[config.mk]
export PLATFORM = sky130hd
export DESIGN_NAME = maze_wall_follow_navigator_top
export DESIGN_NICKNAME = d
export VERILOG_FILES = /design/src/hw/rtl/mwf_pkg.sv /design/src/hw/rtl/maze_wall_follow_navigator_top.sv /design/src/hw/rtl/mwf_ram.sv /design/src/hw/rtl/mwf_lane.sv /design/src/hw/rtl/mwf_merge.sv
export SDC_FILE = /design/constraint.sdc
export NUM_CORES = 2
export LEC_CHECK = 0
export BUFFER_PORTS_ARGS = -buffer_cell sky130_fd_sc_hd__buf_2
export CELL_PAD_IN_SITES_DETAIL_PLACEMENT = 1
export CELL_PAD_IN_SITES_GLOBAL_PLACEMENT = 1
export CORE_MARGIN = 10
export CORE_UTILIZATION = 35
export DETAILED_ROUTE_END_ITERATION = 16
export GPL_ROUTABILITY_DRIVEN = 1
export PLACE_DENSITY = 0.53
export SYNTH_ARGS = -nofsm -noshare
export SYNTH_HDL_FRONTEND = slang
export SYNTH_SLANG_ARGS = --single-unit
[constraint.sdc]
create_clock -name clock -period 16.48 [get_ports clock]
set_input_delay 0.824 -clock clock [delete_from_list [all_inputs] [get_ports clock]]
set_output_delay 0.824 -clock clock [all_outputs]
set_load 0.01 [all_outputs]
[src/hw/rtl/mwf_pkg.sv]
// ----------------------------------------------------------------------------
// mwf_pkg: shared types and constants for the wall-follow navigator
// Operation codes, turn codes, register indexes, the result record and the
// fixed pulse and creep constants.
// ----------------------------------------------------------------------------
package mwf_pkg;

   localparam int SAMPLES_DEF  = 20;
   localparam int MAZE_DIM_DEF = 16;
   localparam int SAMPLE_BITS  = 12;

   localparam int WALL_THR_RST = 8;
   localparam int FAR_THR_RST  = 10;
   localparam int MID_THR_RST  = 7;
   localparam int NEAR_THR_RST = 4;

   localparam int PULSES_PER_DEG = 19;
   localparam int PULSES_PER_MM  = 21;
   localparam logic [11:0] PULSES_90  = 12'(90 * PULSES_PER_DEG);
   localparam logic [11:0] PULSES_180 = 12'(180 * PULSES_PER_DEG);

   localparam logic [5:0]  CREEP_LONG  = 6'd50;
   localparam logic [5:0]  CREEP_MID   = 6'd30;
   localparam logic [5:0]  CREEP_SHORT = 6'd20;
   localparam logic [10:0] CREEP_LONG_PULSES  = 11'(50 * PULSES_PER_MM);
   localparam logic [10:0] CREEP_MID_PULSES   = 11'(30 * PULSES_PER_MM);
   localparam logic [10:0] CREEP_SHORT_PULSES = 11'(20 * PULSES_PER_MM);

   typedef enum logic [1:0] {
      FUNC_SCAN  = 2'd0,
      FUNC_DRIVE = 2'd1,
      FUNC_TURN  = 2'd2,
      FUNC_MAP   = 2'd3
   } func_type;

   typedef enum logic [1:0] {
      TURN_NONE   = 2'd0,
      TURN_RIGHT  = 2'd1,
      TURN_LEFT   = 2'd2,
      TURN_AROUND = 2'd3
   } turn_type;

   typedef enum logic [2:0] {
      CSR_WALL_THR   = 3'd0,
      CSR_FAR_THR    = 3'd1,
      CSR_MID_THR    = 3'd2,
      CSR_NEAR_THR   = 3'd3,
      CSR_START_X    = 3'd4,
      CSR_START_Y    = 3'd5,
      CSR_START_HEAD = 3'd6
   } csr_index_type;

   // per-lane accumulate control for one beat
   typedef struct packed {
      logic en;       // a scan or drive sample is taken this cycle
      logic restart;  // drop the running sum before adding
      logic add;      // add this lane's sample
      logic flush;    // average is complete, clear after use
   } lane_ctl_type;

   typedef struct packed {
      logic [1:0]  kind;
      logic [3:0]  walls;
      logic        explored;
      logic [1:0]  turn_kind;
      logic [11:0] turn_pulses;
      logic [5:0]  creep_mm;
      logic [10:0] creep_pulses;
      logic [1:0]  heading_now;
      logic [3:0]  col_now;
      logic [3:0]  row_now;
      logic        edge_hit;
   } result_type;

endpackage

[src/hw/rtl/maze_wall_follow_navigator_top.sv]
// ----------------------------------------------------------------------------
// maze_wall_follow_navigator_top: right-hand wall-follow maze navigator
// Three sensor lanes average distance samples; a merge stage turns them into
// wall maps, turns, creeps and position moves, backed by a per-cell map RAM.
// ----------------------------------------------------------------------------
// The block takes one beat per clock while req_tready is high and answers in
// the cycle after the beat is taken; a scan or drive sample that does not
// finish its average gives no response. Throughput is set by the single
// output register, which is freed in the same cycle the response is taken,
// so req_tready follows rsp_tready. Map reads come from the map RAM's
// registered read port. After reset the block sweeps the map RAM to clear
// it, one cell a cycle over all MAZE_DIM*MAZE_DIM cells, with req_tready
// low; register writes are taken during the sweep.
module maze_wall_follow_navigator_top #(
   parameter int SAMPLES  = mwf_pkg::SAMPLES_DEF,
   parameter int MAZE_DIM = mwf_pkg::MAZE_DIM_DEF
) (
   input  logic        clock,
   input  logic        reset,
   // request: tuser = func[1:0]
   input  logic        req_tvalid,
   output logic        req_tready,
   // tdata: dist_front[11:0], dist_left[23:12], dist_right[35:24],
   //        target_heading[37:36], cell_col[41:38], cell_row[45:42], zero pad
   input  logic [47:0] req_tdata,
   input  logic [1:0]  req_tuser,
   // response: tuser = kind[1:0]
   output logic        rsp_tvalid,
   input  logic        rsp_tready,
   // tdata: walls[3:0], explored[4], turn_kind[6:5], turn_pulses[18:7],
   //        creep_mm[24:19], creep_pulses[35:25], heading_now[37:36],
   //        col_now[41:38], row_now[45:42], edge_hit[46], zero pad
   output logic [47:0] rsp_tdata,
   output logic [1:0]  rsp_tuser,
   // register write port
   input  logic        csr_we,
   input  logic [2:0]  csr_addr,
   input  logic [11:0] csr_wdata
);

   localparam int POS_W  = $clog2(MAZE_DIM);
   localparam int DEPTH  = MAZE_DIM * MAZE_DIM;
   localparam int ADDR_W = $clog2(DEPTH);
   localparam int CNT_W  = $clog2(SAMPLES + 1);
   localparam int SUM_W  = mwf_pkg::SAMPLE_BITS + CNT_W;
   localparam int SB     = mwf_pkg::SAMPLE_BITS;

   // input fields
   mwf_pkg::func_type func;
   logic [SB-1:0] dist_front, dist_left, dist_right;
   logic [1:0]    target_heading;
   logic [3:0]    cell_col, cell_row;

   assign func           = mwf_pkg::func_type'(req_tuser);
   assign dist_front     = req_tdata[11:0];
   assign dist_left      = req_tdata[23:12];
   assign dist_right     = req_tdata[35:24];
   assign target_heading = req_tdata[37:36];
   assign cell_col       = req_tdata[41:38];
   assign cell_row       = req_tdata[45:42];

   // state
   logic [1:0]       heading_ff, heading_in;
   logic [POS_W-1:0] col_ff, col_in, row_ff, row_in;
   logic [CNT_W-1:0] count_ff, count_in;
   logic             acc_kind_ff, acc_kind_in;
   logic [SUM_W-1:0] wall_lim_ff, far_lim_ff, mid_lim_ff, near_lim_ff;
   logic             clr_busy_ff;
   logic [ADDR_W-1:0] clr_addr_ff;
   logic             rsp_valid_ff, rsp_valid_in;
   mwf_pkg::result_type res_ff;
   logic             map_ff, map_ok_ff;

   logic accept;
   logic is_sample;
   logic restart;
   logic [CNT_W-1:0] count_next;
   logic final_sample;

   assign req_tready = !clr_busy_ff && (!rsp_valid_ff || rsp_tready);
   assign accept     = req_tvalid && req_tready;
   assign is_sample  = (func == mwf_pkg::FUNC_SCAN) || (func == mwf_pkg::FUNC_DRIVE);
   // a sample of the other kind restarts the averaging
   assign restart    = acc_kind_ff != func[0];
   assign count_next = (restart ? '0 : count_ff) + CNT_W'(1);
   assign final_sample = count_next == CNT_W'(SAMPLES);

   // lanes
   mwf_pkg::lane_ctl_type ctl_front, ctl_side;
   logic [SUM_W-1:0] sum_front, sum_left, sum_right;
   logic wall_front, wall_left, wall_right;

   always_comb begin
      ctl_front.en      = accept && is_sample;
      ctl_front.restart = restart;
      ctl_front.add     = 1'b1;
      ctl_front.flush   = final_sample;
      ctl_side          = ctl_front;
      ctl_side.add      = func == mwf_pkg::FUNC_SCAN;
   end

   mwf_lane #(.SUM_W(SUM_W)) u_lane_front (
      .clock    (clock),
      .reset    (reset),
      .ctl      (ctl_front),
      .sample   (dist_front),
      .wall_lim (wall_lim_ff),
      .sum_next (sum_front),
      .is_wall  (wall_front)
   );

   mwf_lane #(.SUM_W(SUM_W)) u_lane_left (
      .clock    (clock),
      .reset    (reset),
      .ctl      (ctl_side),
      .sample   (dist_left),
      .wall_lim (wall_lim_ff),
      .sum_next (sum_left),
      .is_wall  (wall_left)
   );

   mwf_lane #(.SUM_W(SUM_W)) u_lane_right (
      .clock    (clock),
      .reset    (reset),
      .ctl      (ctl_side),
      .sample   (dist_right),
      .wall_lim (wall_lim_ff),
      .sum_next (sum_right),
      .is_wall  (wall_right)
   );

   // merge
   mwf_pkg::result_type res;
   logic             emit, map_we;
   logic [4:0]       map_wdata;
   logic [1:0]       heading_nx;
   logic [POS_W-1:0] col_nx, row_nx;

   mwf_merge #(.MAZE_DIM(MAZE_DIM), .SUM_W(SUM_W)) u_merge (
      .func           (func),
      .final_sample   (final_sample),
      .target_heading (target_heading),
      .heading        (heading_ff),
      .col_pos        (col_ff),
      .row_pos        (row_ff),
      .wall_front     (wall_front),
      .wall_left      (wall_left),
      .wall_right     (wall_right),
      .front_sum      (sum_front),
      .far_lim        (far_lim_ff),
      .mid_lim        (mid_lim_ff),
      .near_lim       (near_lim_ff),
      .res            (res),
      .emit           (emit),
      .map_we         (map_we),
      .map_wdata      (map_wdata),
      .heading_nx     (heading_nx),
      .col_nx         (col_nx),
      .row_nx         (row_nx)
   );

   // map RAM
   logic              ram_we, ram_re, map_ok;
   logic [ADDR_W-1:0] ram_waddr, ram_raddr;
   logic [4:0]        ram_wdata, ram_rdata;

   assign map_ok    = (32'(cell_col) < MAZE_DIM) && (32'(cell_row) < MAZE_DIM);
   assign ram_raddr = ADDR_W'(32'(cell_col) * MAZE_DIM + 32'(cell_row));
   assign ram_re    = accept && (func == mwf_pkg::FUNC_MAP);
   assign ram_we    = clr_busy_ff || (accept && map_we);
   assign ram_waddr = clr_busy_ff ? clr_addr_ff
                                  : ADDR_W'(32'(col_ff) * MAZE_DIM + 32'(row_ff));
   assign ram_wdata = clr_busy_ff ? '0 : map_wdata;

   mwf_ram #(.WIDTH(5), .DEPTH(DEPTH)) u_map (
      .clock   (clock),
      .wr_en   (ram_we),
      .wr_addr (ram_waddr),
      .wr_data (ram_wdata),
      .rd_en   (ram_re),
      .rd_addr (ram_raddr),
      .rd_data (ram_rdata)
   );

   // next state
   always_comb begin
      heading_in  = heading_ff;
      col_in      = col_ff;
      row_in      = row_ff;
      count_in    = count_ff;
      acc_kind_in = acc_kind_ff;
      if (accept) begin
         heading_in = heading_nx;
         col_in     = col_nx;
         row_in     = row_nx;
         if (is_sample) begin
            acc_kind_in = func[0];
            count_in    = final_sample ? '0 : count_next;
         end
      end
      if (csr_we) begin
         unique case (mwf_pkg::csr_index_type'(csr_addr))
            mwf_pkg::CSR_START_X: begin
               col_in = (32'(csr_wdata[3:0]) >= MAZE_DIM) ? POS_W'(MAZE_DIM - 1)
                                                          : POS_W'(csr_wdata[3:0]);
            end
            mwf_pkg::CSR_START_Y: begin
               row_in = (32'(csr_wdata[3:0]) >= MAZE_DIM) ? POS_W'(MAZE_DIM - 1)
                                                          : POS_W'(csr_wdata[3:0]);
            end
            mwf_pkg::CSR_START_HEAD: heading_in = csr_wdata[1:0];
            default: ;
         endcase
      end
   end

   assign rsp_valid_in = (accept && emit) ? 1'b1 : (rsp_tready ? 1'b0 : rsp_valid_ff);

   always_ff @(posedge clock) begin
      if (reset) begin
         heading_ff   <= '0;
         col_ff       <= '0;
         row_ff       <= '0;
         count_ff     <= '0;
         acc_kind_ff  <= 1'b0;
         rsp_valid_ff <= 1'b0;
         clr_busy_ff  <= 1'b1;
         clr_addr_ff  <= '0;
         wall_lim_ff  <= SUM_W'((mwf_pkg::WALL_THR_RST + 1) * SAMPLES);
         far_lim_ff   <= SUM_W'((mwf_pkg::FAR_THR_RST + 1) * SAMPLES);
         mid_lim_ff   <= SUM_W'(mwf_pkg::MID_THR_RST * SAMPLES);
         near_lim_ff  <= SUM_W'(mwf_pkg::NEAR_THR_RST * SAMPLES);
      end else begin
         heading_ff   <= heading_in;
         col_ff       <= col_in;
         row_ff       <= row_in;
         count_ff     <= count_in;
         acc_kind_ff  <= acc_kind_in;
         rsp_valid_ff <= rsp_valid_in;
         if (clr_busy_ff) begin
            clr_addr_ff <= clr_addr_ff + ADDR_W'(1);
            if (clr_addr_ff == ADDR_W'(DEPTH - 1)) begin
               clr_busy_ff <= 1'b0;
            end
         end
         // store limits pre-scaled by the sample count
         if (csr_we) begin
            unique case (mwf_pkg::csr_index_type'(csr_addr))
               mwf_pkg::CSR_WALL_THR:
                  wall_lim_ff <= SUM_W'((32'(csr_wdata) + 32'd1) * SAMPLES);
               mwf_pkg::CSR_FAR_THR:
                  far_lim_ff  <= SUM_W'((32'(csr_wdata) + 32'd1) * SAMPLES);
               mwf_pkg::CSR_MID_THR:
                  mid_lim_ff  <= SUM_W'(32'(csr_wdata) * SAMPLES);
               mwf_pkg::CSR_NEAR_THR:
                  near_lim_ff <= SUM_W'(32'(csr_wdata) * SAMPLES);
               default: ;
            endcase
         end
      end
   end

   // response payload
   always_ff @(posedge clock) begin
      if (accept && emit) begin
         res_ff    <= res;
         map_ff    <= func == mwf_pkg::FUNC_MAP;
         map_ok_ff <= map_ok;
      end
   end

   mwf_pkg::result_type rsp;

   always_comb begin
      rsp = res_ff;
      if (map_ff) begin
         rsp.walls    = map_ok_ff ? ram_rdata[3:0] : 4'd0;
         rsp.explored = map_ok_ff ? ram_rdata[4] : 1'b0;
      end
   end

   assign rsp_tvalid = rsp_valid_ff;
   assign rsp_tuser  = rsp.kind;
   assign rsp_tdata  = {1'b0, rsp.edge_hit, rsp.row_now, rsp.col_now, rsp.heading_now,
                        rsp.creep_pulses, rsp.creep_mm, rsp.turn_pulses, rsp.turn_kind,
                        rsp.explored, rsp.walls};

endmodule

[src/hw/rtl/mwf_ram.sv]
// ----------------------------------------------------------------------------
// mwf_ram: generic single-write, single-read RAM
// One write port and one read port with registered read data.
// ----------------------------------------------------------------------------
module mwf_ram #(
   parameter int WIDTH = 8,
   parameter int DEPTH = 256
) (
   input  logic                     clock,
   input  logic                     wr_en,
   input  logic [$clog2(DEPTH)-1:0] wr_addr,
   input  logic [WIDTH-1:0]         wr_data,
   input  logic                     rd_en,
   input  logic [$clog2(DEPTH)-1:0] rd_addr,
   output logic [WIDTH-1:0]         rd_data
);

   logic [WIDTH-1:0] mem_ff [DEPTH];
   logic [WIDTH-1:0] rd_data_ff;

   always_ff @(posedge clock) begin
      if (wr_en) begin
         mem_ff[wr_addr] <= wr_data;
      end
      if (rd_en) begin
         rd_data_ff <= mem_ff[rd_addr];
      end
   end

   assign rd_data = rd_data_ff;

endmodule

[src/hw/rtl/mwf_lane.sv]
// ----------------------------------------------------------------------------
// mwf_lane: one distance sensor lane
// Accumulates the samples of one sensor and compares the running sum with
// the scaled wall limit, so no divide by the sample count is needed.
// ----------------------------------------------------------------------------
module mwf_lane #(
   parameter int SUM_W = 17
) (
   input  logic                             clock,
   input  logic                             reset,
   input  mwf_pkg::lane_ctl_type            ctl,
   input  logic [mwf_pkg::SAMPLE_BITS-1:0]  sample,
   input  logic [SUM_W-1:0]                 wall_lim,
   output logic [SUM_W-1:0]                 sum_next,
   output logic                             is_wall
);

   logic [SUM_W-1:0] sum_ff;
   logic [SUM_W-1:0] sum_in;
   logic [SUM_W-1:0] base;
   logic [SUM_W-1:0] addend;

   assign base     = ctl.restart ? '0 : sum_ff;
   assign addend   = ctl.add ? SUM_W'(sample) : '0;
   assign sum_next = base + addend;
   // average <= threshold  <=>  sum < (threshold + 1) * SAMPLES
   assign is_wall  = sum_next < wall_lim;

   always_comb begin
      sum_in = sum_ff;
      if (ctl.en) begin
         sum_in = ctl.flush ? '0 : sum_next;
      end
   end

   always_ff @(posedge clock) begin
      if (reset) begin
         sum_ff <= '0;
      end else begin
         sum_ff <= sum_in;
      end
   end

endmodule

[src/hw/rtl/mwf_merge.sv]
// ----------------------------------------------------------------------------
// mwf_merge: combine lane findings into a navigation step
// Rotates wall bits into compass order, picks the right-hand turn, picks the
// creep distance, moves and clamps the position, and forms the result.
// ----------------------------------------------------------------------------
module mwf_merge #(
   parameter int MAZE_DIM = 16,
   parameter int SUM_W    = 17
) (
   input  mwf_pkg::func_type               func,
   input  logic                            final_sample,
   input  logic [1:0]                      target_heading,
   input  logic [1:0]                      heading,
   input  logic [$clog2(MAZE_DIM)-1:0]     col_pos,
   input  logic [$clog2(MAZE_DIM)-1:0]     row_pos,
   input  logic                            wall_front,
   input  logic                            wall_left,
   input  logic                            wall_right,
   input  logic [SUM_W-1:0]                front_sum,
   input  logic [SUM_W-1:0]                far_lim,
   input  logic [SUM_W-1:0]                mid_lim,
   input  logic [SUM_W-1:0]                near_lim,
   output mwf_pkg::result_type             res,
   output logic                            emit,
   output logic                            map_we,
   output logic [4:0]                      map_wdata,
   output logic [1:0]                      heading_nx,
   output logic [$clog2(MAZE_DIM)-1:0]     col_nx,
   output logic [$clog2(MAZE_DIM)-1:0]     row_nx
);

   localparam int POS_W = $clog2(MAZE_DIM);
   localparam logic [POS_W-1:0] POS_TOP = POS_W'(MAZE_DIM - 1);

   logic [3:0] rel_walls;
   logic [3:0] abs_walls;
   logic [1:0] delta;

   // relative order: front, right, rear (always open), left
   assign rel_walls = {wall_left, 1'b0, wall_right, wall_front};
   assign delta     = target_heading - heading;

   always_comb begin
      abs_walls = '0;
      for (int k = 0; k < 4; k++) begin
         abs_walls[2'(heading + 2'(k))] = rel_walls[k];
      end
   end

   always_comb begin
      res        = '0;
      res.kind   = func;
      emit       = 1'b0;
      map_we     = 1'b0;
      map_wdata  = {1'b1, abs_walls};
      heading_nx = heading;
      col_nx     = col_pos;
      row_nx     = row_pos;
      unique case (func)
         mwf_pkg::FUNC_SCAN: begin
            if (final_sample) begin
               emit         = 1'b1;
               map_we       = 1'b1;
               res.walls    = abs_walls;
               res.explored = 1'b1;
               if (!wall_right) begin
                  res.turn_kind   = mwf_pkg::TURN_RIGHT;
                  res.turn_pulses = mwf_pkg::PULSES_90;
                  heading_nx      = heading + 2'd1;
               end else if (!wall_front) begin
                  res.turn_kind = mwf_pkg::TURN_NONE;
               end else if (!wall_left) begin
                  res.turn_kind   = mwf_pkg::TURN_LEFT;
                  res.turn_pulses = mwf_pkg::PULSES_90;
                  heading_nx      = heading + 2'd3;
               end else begin
                  res.turn_kind   = mwf_pkg::TURN_AROUND;
                  res.turn_pulses = mwf_pkg::PULSES_180;
                  heading_nx      = heading + 2'd2;
               end
            end
         end
         mwf_pkg::FUNC_DRIVE: begin
            if (final_sample) begin
               emit = 1'b1;
               // first test that holds decides
               if (front_sum >= far_lim) begin
                  res.creep_mm     = mwf_pkg::CREEP_LONG;
                  res.creep_pulses = mwf_pkg::CREEP_LONG_PULSES;
               end else if (front_sum >= mid_lim) begin
                  res.creep_mm     = mwf_pkg::CREEP_MID;
                  res.creep_pulses = mwf_pkg::CREEP_MID_PULSES;
               end else if (front_sum >= near_lim) begin
                  res.creep_mm     = mwf_pkg::CREEP_SHORT;
                  res.creep_pulses = mwf_pkg::CREEP_SHORT_PULSES;
               end
               case (heading)
                  2'd0: begin
                     if (row_pos >= POS_TOP) res.edge_hit = 1'b1;
                     else row_nx = row_pos + POS_W'(1);
                  end
                  2'd1: begin
                     if (col_pos >= POS_TOP) res.edge_hit = 1'b1;
                     else col_nx = col_pos + POS_W'(1);
                  end
                  2'd2: begin
                     if (row_pos == '0) res.edge_hit = 1'b1;
                     else row_nx = row_pos - POS_W'(1);
                  end
                  default: begin
                     if (col_pos == '0) res.edge_hit = 1'b1;
                     else col_nx = col_pos - POS_W'(1);
                  end
               endcase
            end
         end
         mwf_pkg::FUNC_TURN: begin
            emit       = 1'b1;
            heading_nx = target_heading;
            // opposite target: heading set with no turn command
            if (delta == 2'd1) begin
               res.turn_kind   = mwf_pkg::TURN_RIGHT;
               res.turn_pulses = mwf_pkg::PULSES_90;
            end else if (delta == 2'd3) begin
               res.turn_kind   = mwf_pkg::TURN_LEFT;
               res.turn_pulses = mwf_pkg::PULSES_90;
            end
         end
         mwf_pkg::FUNC_MAP: begin
            emit = 1'b1;
         end
      endcase
      res.heading_now = heading_nx;
      res.col_now     = 4'(col_nx);
      res.row_now     = 4'(row_nx);
   end

endmodule

# Yosys cells after proc, flatten, opt, wreduce, memory -nomap -nowiden
# Memories as Yosys holds them, arrays and structs flattened. A register that Yosys moved wholly into a read port is not among the register bits.
# Cells that the tools add are included.
dict set report totals {
  ff_bits 187
  mem_bits_rw 1280
  in_bits 70
  n_memories 1
}
# name words width rd rd_ports_with_merged_regs write_ports line
set mem_list {}
lappend mem_list {u_map.mem_ff 256 5 1 1 1 mwf_ram.sv:18} ;# logic [WIDTH-1:0] mem_ff [DEPTH];
dict set report op_classes {
  addsub 16
  n_mul 2
  n_lt_le_gt_ge 16
  n_eq_ne 16
  mux 72
  bitwise 5
  reduce_logical 33
}
# operator count
set op_table {}
lappend op_table {{$mux W17} 8}
lappend op_table {{$mux W4} 14}
lappend op_table {{$ge A17 B17 Y1} 3}
lappend op_table {{$lt A17 B17 Y1} 3}
lappend op_table {{$mux W14} 3}
lappend op_table {{$mux W12} 3}
lappend op_table {{$add A17 B17 Y17} 2}
lappend op_table {{$pmux W14 S2} 1}
lappend op_table {{$mux W5} 4}
lappend op_table {{$add A17 B12 Y17} 1}
lappend op_table {{$add A8 B4 Y8} 2}
lappend op_table {{$mux W1} 16}
lappend op_table {{$mux W16} 1}
lappend op_table {{$mux W2} 8}
lappend op_table {{$pmux W4 S2} 2}
lappend op_table {{$mul A12 B3 Y15 const B} 1}
lappend op_table {{$mul A13 B3 Y15 const B} 1}
lappend op_table {{$mux W15} 1}
lappend op_table {{$reduce_and A2 Y1} 7}
lappend op_table {{$add A12 B1 Y13 const B} 1}
lappend op_table {{$mux W13} 1}
lappend op_table {{$lt A2 B3 Y1 const B} 4}
lappend op_table {{$logic_and A1 B1 Y1} 10}
lappend op_table {{$eq A3 B3 Y1 const B} 3}
lappend op_table {{34 further kinds} 60}

# Longest topological paths before layout
dict set report depth {
  word_depth 12
  ltp_mapped 26
  ltp_nobuf 23
}

# Hierarchy
# Synthesis repeated with hierarchy kept, for this count alone.
dict set report hier_totals {
  cells_unflattened 4312
  area_unflattened_um2 65471.5
}
# module instances cells_per_inst area_each_um2 seq_area_each_um2
set by_module_without_submodules {}
lappend by_module_without_submodules {mwf_ram 1 2497 50334.5 38587.0}
lappend by_module_without_submodules {maze_wall_follow_navigator_top 1 733 7026.7 3223.1}
lappend by_module_without_submodules {{mwf_lane (u_lane_left ...)} 2 239 1890.6 340.3}
lappend by_module_without_submodules {mwf_merge 1 367 2471.1 0.0}
lappend by_module_without_submodules {{mwf_lane (u_lane_front)} 1 237 1858.0 340.3}

# Worst setup path after synthesis
# No wires, ideal clock.
dict set report synth_path {
  path_type {input to register}
  startpoint {input port req_tuser[0]}
  endpoint {memory u_map.mem_ff[0][2], data pin}
  setup_time_ns 1.390
  arrival_ns 11.025
  setup_slack_ns 4.064
  cell_stages 24
  cell_sequence {xnor2_1 -> clkbuf_1 -> clkbuf_1 -> clkbuf_1 -> and2_1 -> fa_1 -> a21o_1 -> a21oi_1 -> nand2b_1 -> a211o_1 -> a41oi_1 -> nand2_1 -> nor3_1 -> xnor2_1 -> ha_1 -> a21oi_1 -> o21ai_0 -> nor3_1 -> o31ai_1 -> nand2_1 -> a31oi_1 -> nor3_1 -> a21oi_1 -> nor2_1}
}
dict set report synth_via {
  elab_chain_cells 9
}
# item line
set synth_rtl {}
lappend synth_rtl {{start: declaration} maze_wall_follow_navigator_top.sv:26} ;# input logic [1:0] req_tuser,
lappend synth_rtl {{$ne A1 B1 Y1} maze_wall_follow_navigator_top.sv:84} ;# assign restart = acc_kind_ff != func[0];
lappend synth_rtl {{$mux W17} mwf_lane.sv:23} ;# assign base = ctl.restart ? '0 : sum_ff;
lappend synth_rtl {{$add A17 B12 Y17} mwf_lane.sv:25} ;# assign sum_next = base + addend;
lappend synth_rtl {{$lt A17 B17 Y1} mwf_lane.sv:27} ;# assign is_wall = sum_next < wall_lim;
lappend synth_rtl {{$and A4 B4 Y4 (no line)} n/a}
lappend synth_rtl {{$bwmux W4} mwf_merge.sv:46} ;# abs_walls[2'(heading + 2'(k))] = rel_walls[k];
lappend synth_rtl {{$and A4 B4 Y4 (no line)} n/a}
lappend synth_rtl {{$bwmux W4 (*)} mwf_merge.sv:46}
lappend synth_rtl {{$mux W5 (*)} maze_wall_follow_navigator_top.sv:173} ;# assign ram_wdata = clr_busy_ff ? '0 : map_wdata;
lappend synth_rtl {{net ram_wdata[2]} maze_wall_follow_navigator_top.sv:165} ;# logic [4:0] ram_wdata, ram_rdata;
lappend synth_rtl {{end: declaration} mwf_ram.sv:18}
# Mark *: on every way through the listed nets, which the timed path passes. The rest lies on a longest branch.

# Worst setup path after layout
dict set report layout_path {
  startpoint {register acc_kind_ff}
  endpoint {memory u_map.mem_ff[221][0], data pin}
}
dict set report layout_via {
  elab_chain_cells 9
}
# item line
set layout_rtl {}
lappend layout_rtl {{start: declaration} maze_wall_follow_navigator_top.sv:66} ;# logic acc_kind_ff, acc_kind_in;
lappend layout_rtl {{start signal: assignment} maze_wall_follow_navigator_top.sv:238} ;# acc_kind_ff <= acc_kind_in;
lappend layout_rtl {{$ne A1 B1 Y1 (*)} maze_wall_follow_navigator_top.sv:84}
lappend layout_rtl {{$mux W17} mwf_lane.sv:23}
lappend layout_rtl {{$add A17 B12 Y17} mwf_lane.sv:25}
lappend layout_rtl {{$lt A17 B17 Y1} mwf_lane.sv:27}
lappend layout_rtl {{$and A4 B4 Y4 (no line)} n/a}
lappend layout_rtl {{$bwmux W4} mwf_merge.sv:46}
lappend layout_rtl {{$and A4 B4 Y4 (no line)} n/a}
lappend layout_rtl {{$bwmux W4 (*)} mwf_merge.sv:46}
lappend layout_rtl {{$mux W5 (*)} maze_wall_follow_navigator_top.sv:173}
lappend layout_rtl {{net ram_wdata[0]} maze_wall_follow_navigator_top.sv:165}
# Marks and branches as above.

==> flow_summary.ini <==
[cts]
cts_root_buf = clkbuf_16
cts_tree = done
cts_resized = 0
clock_sinks = 1452
worst_skew_pair.late_latency_ns = 0.80
hold_buffers = 0
cts_buffers = 163
clk_path_buf_depth = 3
cts_setup_buffers = 0
cts_htree_levels = 4
clk_pin_slew_worst_paths_ns = 0.06

[floorplan]
die_x_um = 445
die_area_um2 = 198000
core-area_um2 = 180000
start_util_pct = 35.1
rows = 156
io_pins = 122
die_h_um = 445

[finish]
final_util_pct = 39.7
fin_nets = 4218
layout_common_cells = 1315 x edfxtp_1, 420 x mux4_2, 391 x nor2_1
layout-drive-gt1-share_pct = 20.8
area_growth_pct = 12.9
final_common_cell = edfxtp_1

[worst_setup_path]
crit_required_ns = 16.90
crit_arrival_ns = 8.18
crit_type = flop to flop
critPathCaptureType = flop
critPathMaxFanout = 212
startpoint_type = flop

[route]
ant_nets = 0
wirelength_mm = 165
via_per_inst = 5.22
drc = 0
vias = 33800
dr.first_iter.drc_count = 2165
routedWlPerCell_um = 25.5
firstDrtPassIters = 4

[global_routing]
grt_max_degree = 249
overflow = 0
grt_pass1_vias = 36500
grt_pass1_wl_mm = 247
antenna_found_initial = 10
gr-usage-all-layers_pct = 16.5

[sta]
setup_tns_ns = 0
relSlewSlack_pct = 4.40
skew_ns = 0.0431
worstMarginPinSlew_ns = 1.43
finalSetupViolations = 0
maxSlewViolCount = 0
finalHoldViolCount = 0
fin_crit_sh_pct = 47.1
rsz0062_at_grt = no
post-route-min-period_ns = 7.75
setup_ws_ns = 8.73
fmax_mhz = 129

[synthesis]
synthCells = 3874
avgSynthCellArea_um2 = 16.3
yosysSeqAreaShare_pct = 66.7
async_flop_share_pct = 0
ys_ff_latch = 1452
synth-edff-count = 1315
ys.flop_type = edfxtp_1
yosysUniqueCellTypes = 75
yosys_warnings = 0
synth_area_um2 = 63300

[flow_run]
max_cap_viol_count = 0

[place]
place.gp.congestion = 0.759
dp_hpwl_mm = 106
port_buffers = 115
pre_cts_ws_ns = 8.07

[worst_hold_path]
hold_path.class = input port to flop

[pwr]
irDropWorstVdd_mv = 0.0997
leakage_nw = 22.3
powerDensity_nw_per_um2 = 110

[run_status]
status = complete, no violations
[worst max-delay path: stages (launching register included)]
cell and delay (ns):
dfxtp_1 0.35, xnor2_2 0.34, buf_4 0.57, and2_1 0.21
ha_1 0.25, or3_1 0.14, o21ai_0 0.11, a211o_1 0.32
a41oi_1 0.51, nand3_1 0.23, xor2_1 0.18, nor2_1 0.51
ha_1 0.37, a21oi_1 0.14, o21ai_0 0.17, nor3_1 0.29
o31ai_1 0.20, nand2_1 0.30, a31oi_1 0.14, nor3_1 0.16
a21oi_1 0.10, nor2_4 0.81, buf_12 0.57
[path summary, 6_finish.rpt]
path         slack [ns]  depth (start not counted)                      to              startpoint
max reg2reg        8.73                         22    u_map.mem_ff[221][0]             acc_kind_ff
max                8.73                         22    u_map.mem_ff[221][0]             acc_kind_ff
min reg2reg        0.45                          2  u_lane_front.sum_ff[0]  u_lane_front.sum_ff[0]
min                0.42                          1            rsp_tuser[1]            req_tuser[1]
[report_power, final]
part | internal, mW | switching (mW)
clock | 2.01 | 1.53
combinational | 0.119 | 0.206
sequential | 3.97 | 0.00673
[cell type report]
class	instances	area (µm²)
diodes	1	2.50
clock buffers	196	4220
clock inverters	103	945
fillers	18000	109000
inverters	102	390
multi-input cells	2083	19700
flip-flops and latches	1452	42200
well taps	2370	2970
repair buffers	162	1020
[metrics by stage]
step | total power, mW | hold WS [ns] | instances | instance area, µm²
after global routing | 8.11 | 0.368 | 6469 | 71500
after CTS | 7.95 | 0.333 | 6468 | 71500
after global placement | 4.38 | 0.433 | 6169 | 66300
after floorplan | 4.27 | 0.427 | 3877 | 63300
after detailed placement | 4.38 | 0.443 | 6169 | 66300
final | 7.83 | 0.419 | 6469 | 71500
[cell usage after synthesis, types with 12 or more instances]
cell type	instances	area share, %
nand2_1	282	1.7
buf_4	47	0.56
inv_1	101	0.60
and2_1	70	0.69
a22oi_1	37	0.44
dfxtp_1	137	4.3
nand4_1	12	0.12
nor2_1	396	2.3
xnor2_1	59	0.82
nand2b_1	25	0.25
a211o_1	15	0.21
nor2b_1	14	0.14
nand3_1	56	0.44
ha_1	179	3.5
a21o_1	28	0.33
mux4_2	420	15
xor2_1	25	0.35
o21a_1	13	0.15
clkbuf_1	136	0.81
o21ai_0	67	0.53
edfxtp_1	1315	62
a31oi_1	20	0.20
a211oi_1	18	0.21
a21oi_1	156	1.2
buf_2	46	0.36
and3_1	14	0.14
nor3_1	36	0.28
[sequential cells by signal, summed over array words and instances, names as in the netlist, 2 cells and up]
name	cells
u_map.mem_ff	1280
col_ff	4
u_lane_front.sum_ff	17
wall_lim_ff	15
mid_lim_ff	15
rsp_tuser	2
u_lane_left.sum_ff	17
clr_addr_ff	8
far_lim_ff	15
row_ff	4
rsp_tdata	22
u_map.rd_data	5
u_lane_right.sum_ff	17
heading_ff	2
res_ff	5
near_lim_ff	15
count_ff	5
[routing by layer]
layer | part of all wire, % | vias to the layer above | track usage (%)
li1 | - | 15300 | -
met1 | 43 | 17700 | 21.6
met2 | 51 | 575 | 28.9
met3 | 3.6 | 218 | 2.47
met4 | 2.1 | 4 | 4.15
met5 | 0.013 | - | 0
[cell families after synthesis]
kind of cell               synth area share [%]
other                                   0.00592
buffers and inverters                      2.42
adders and majority gates                  3.69
muxes                                      15.1
xor gates and xnor gates                   1.16
AOI/OAI and AO/OA                          4.35
and+or+nand+nor                            6.57
DFF                                        66.7
No activity file was read; power rests on OpenSTA's default activity.
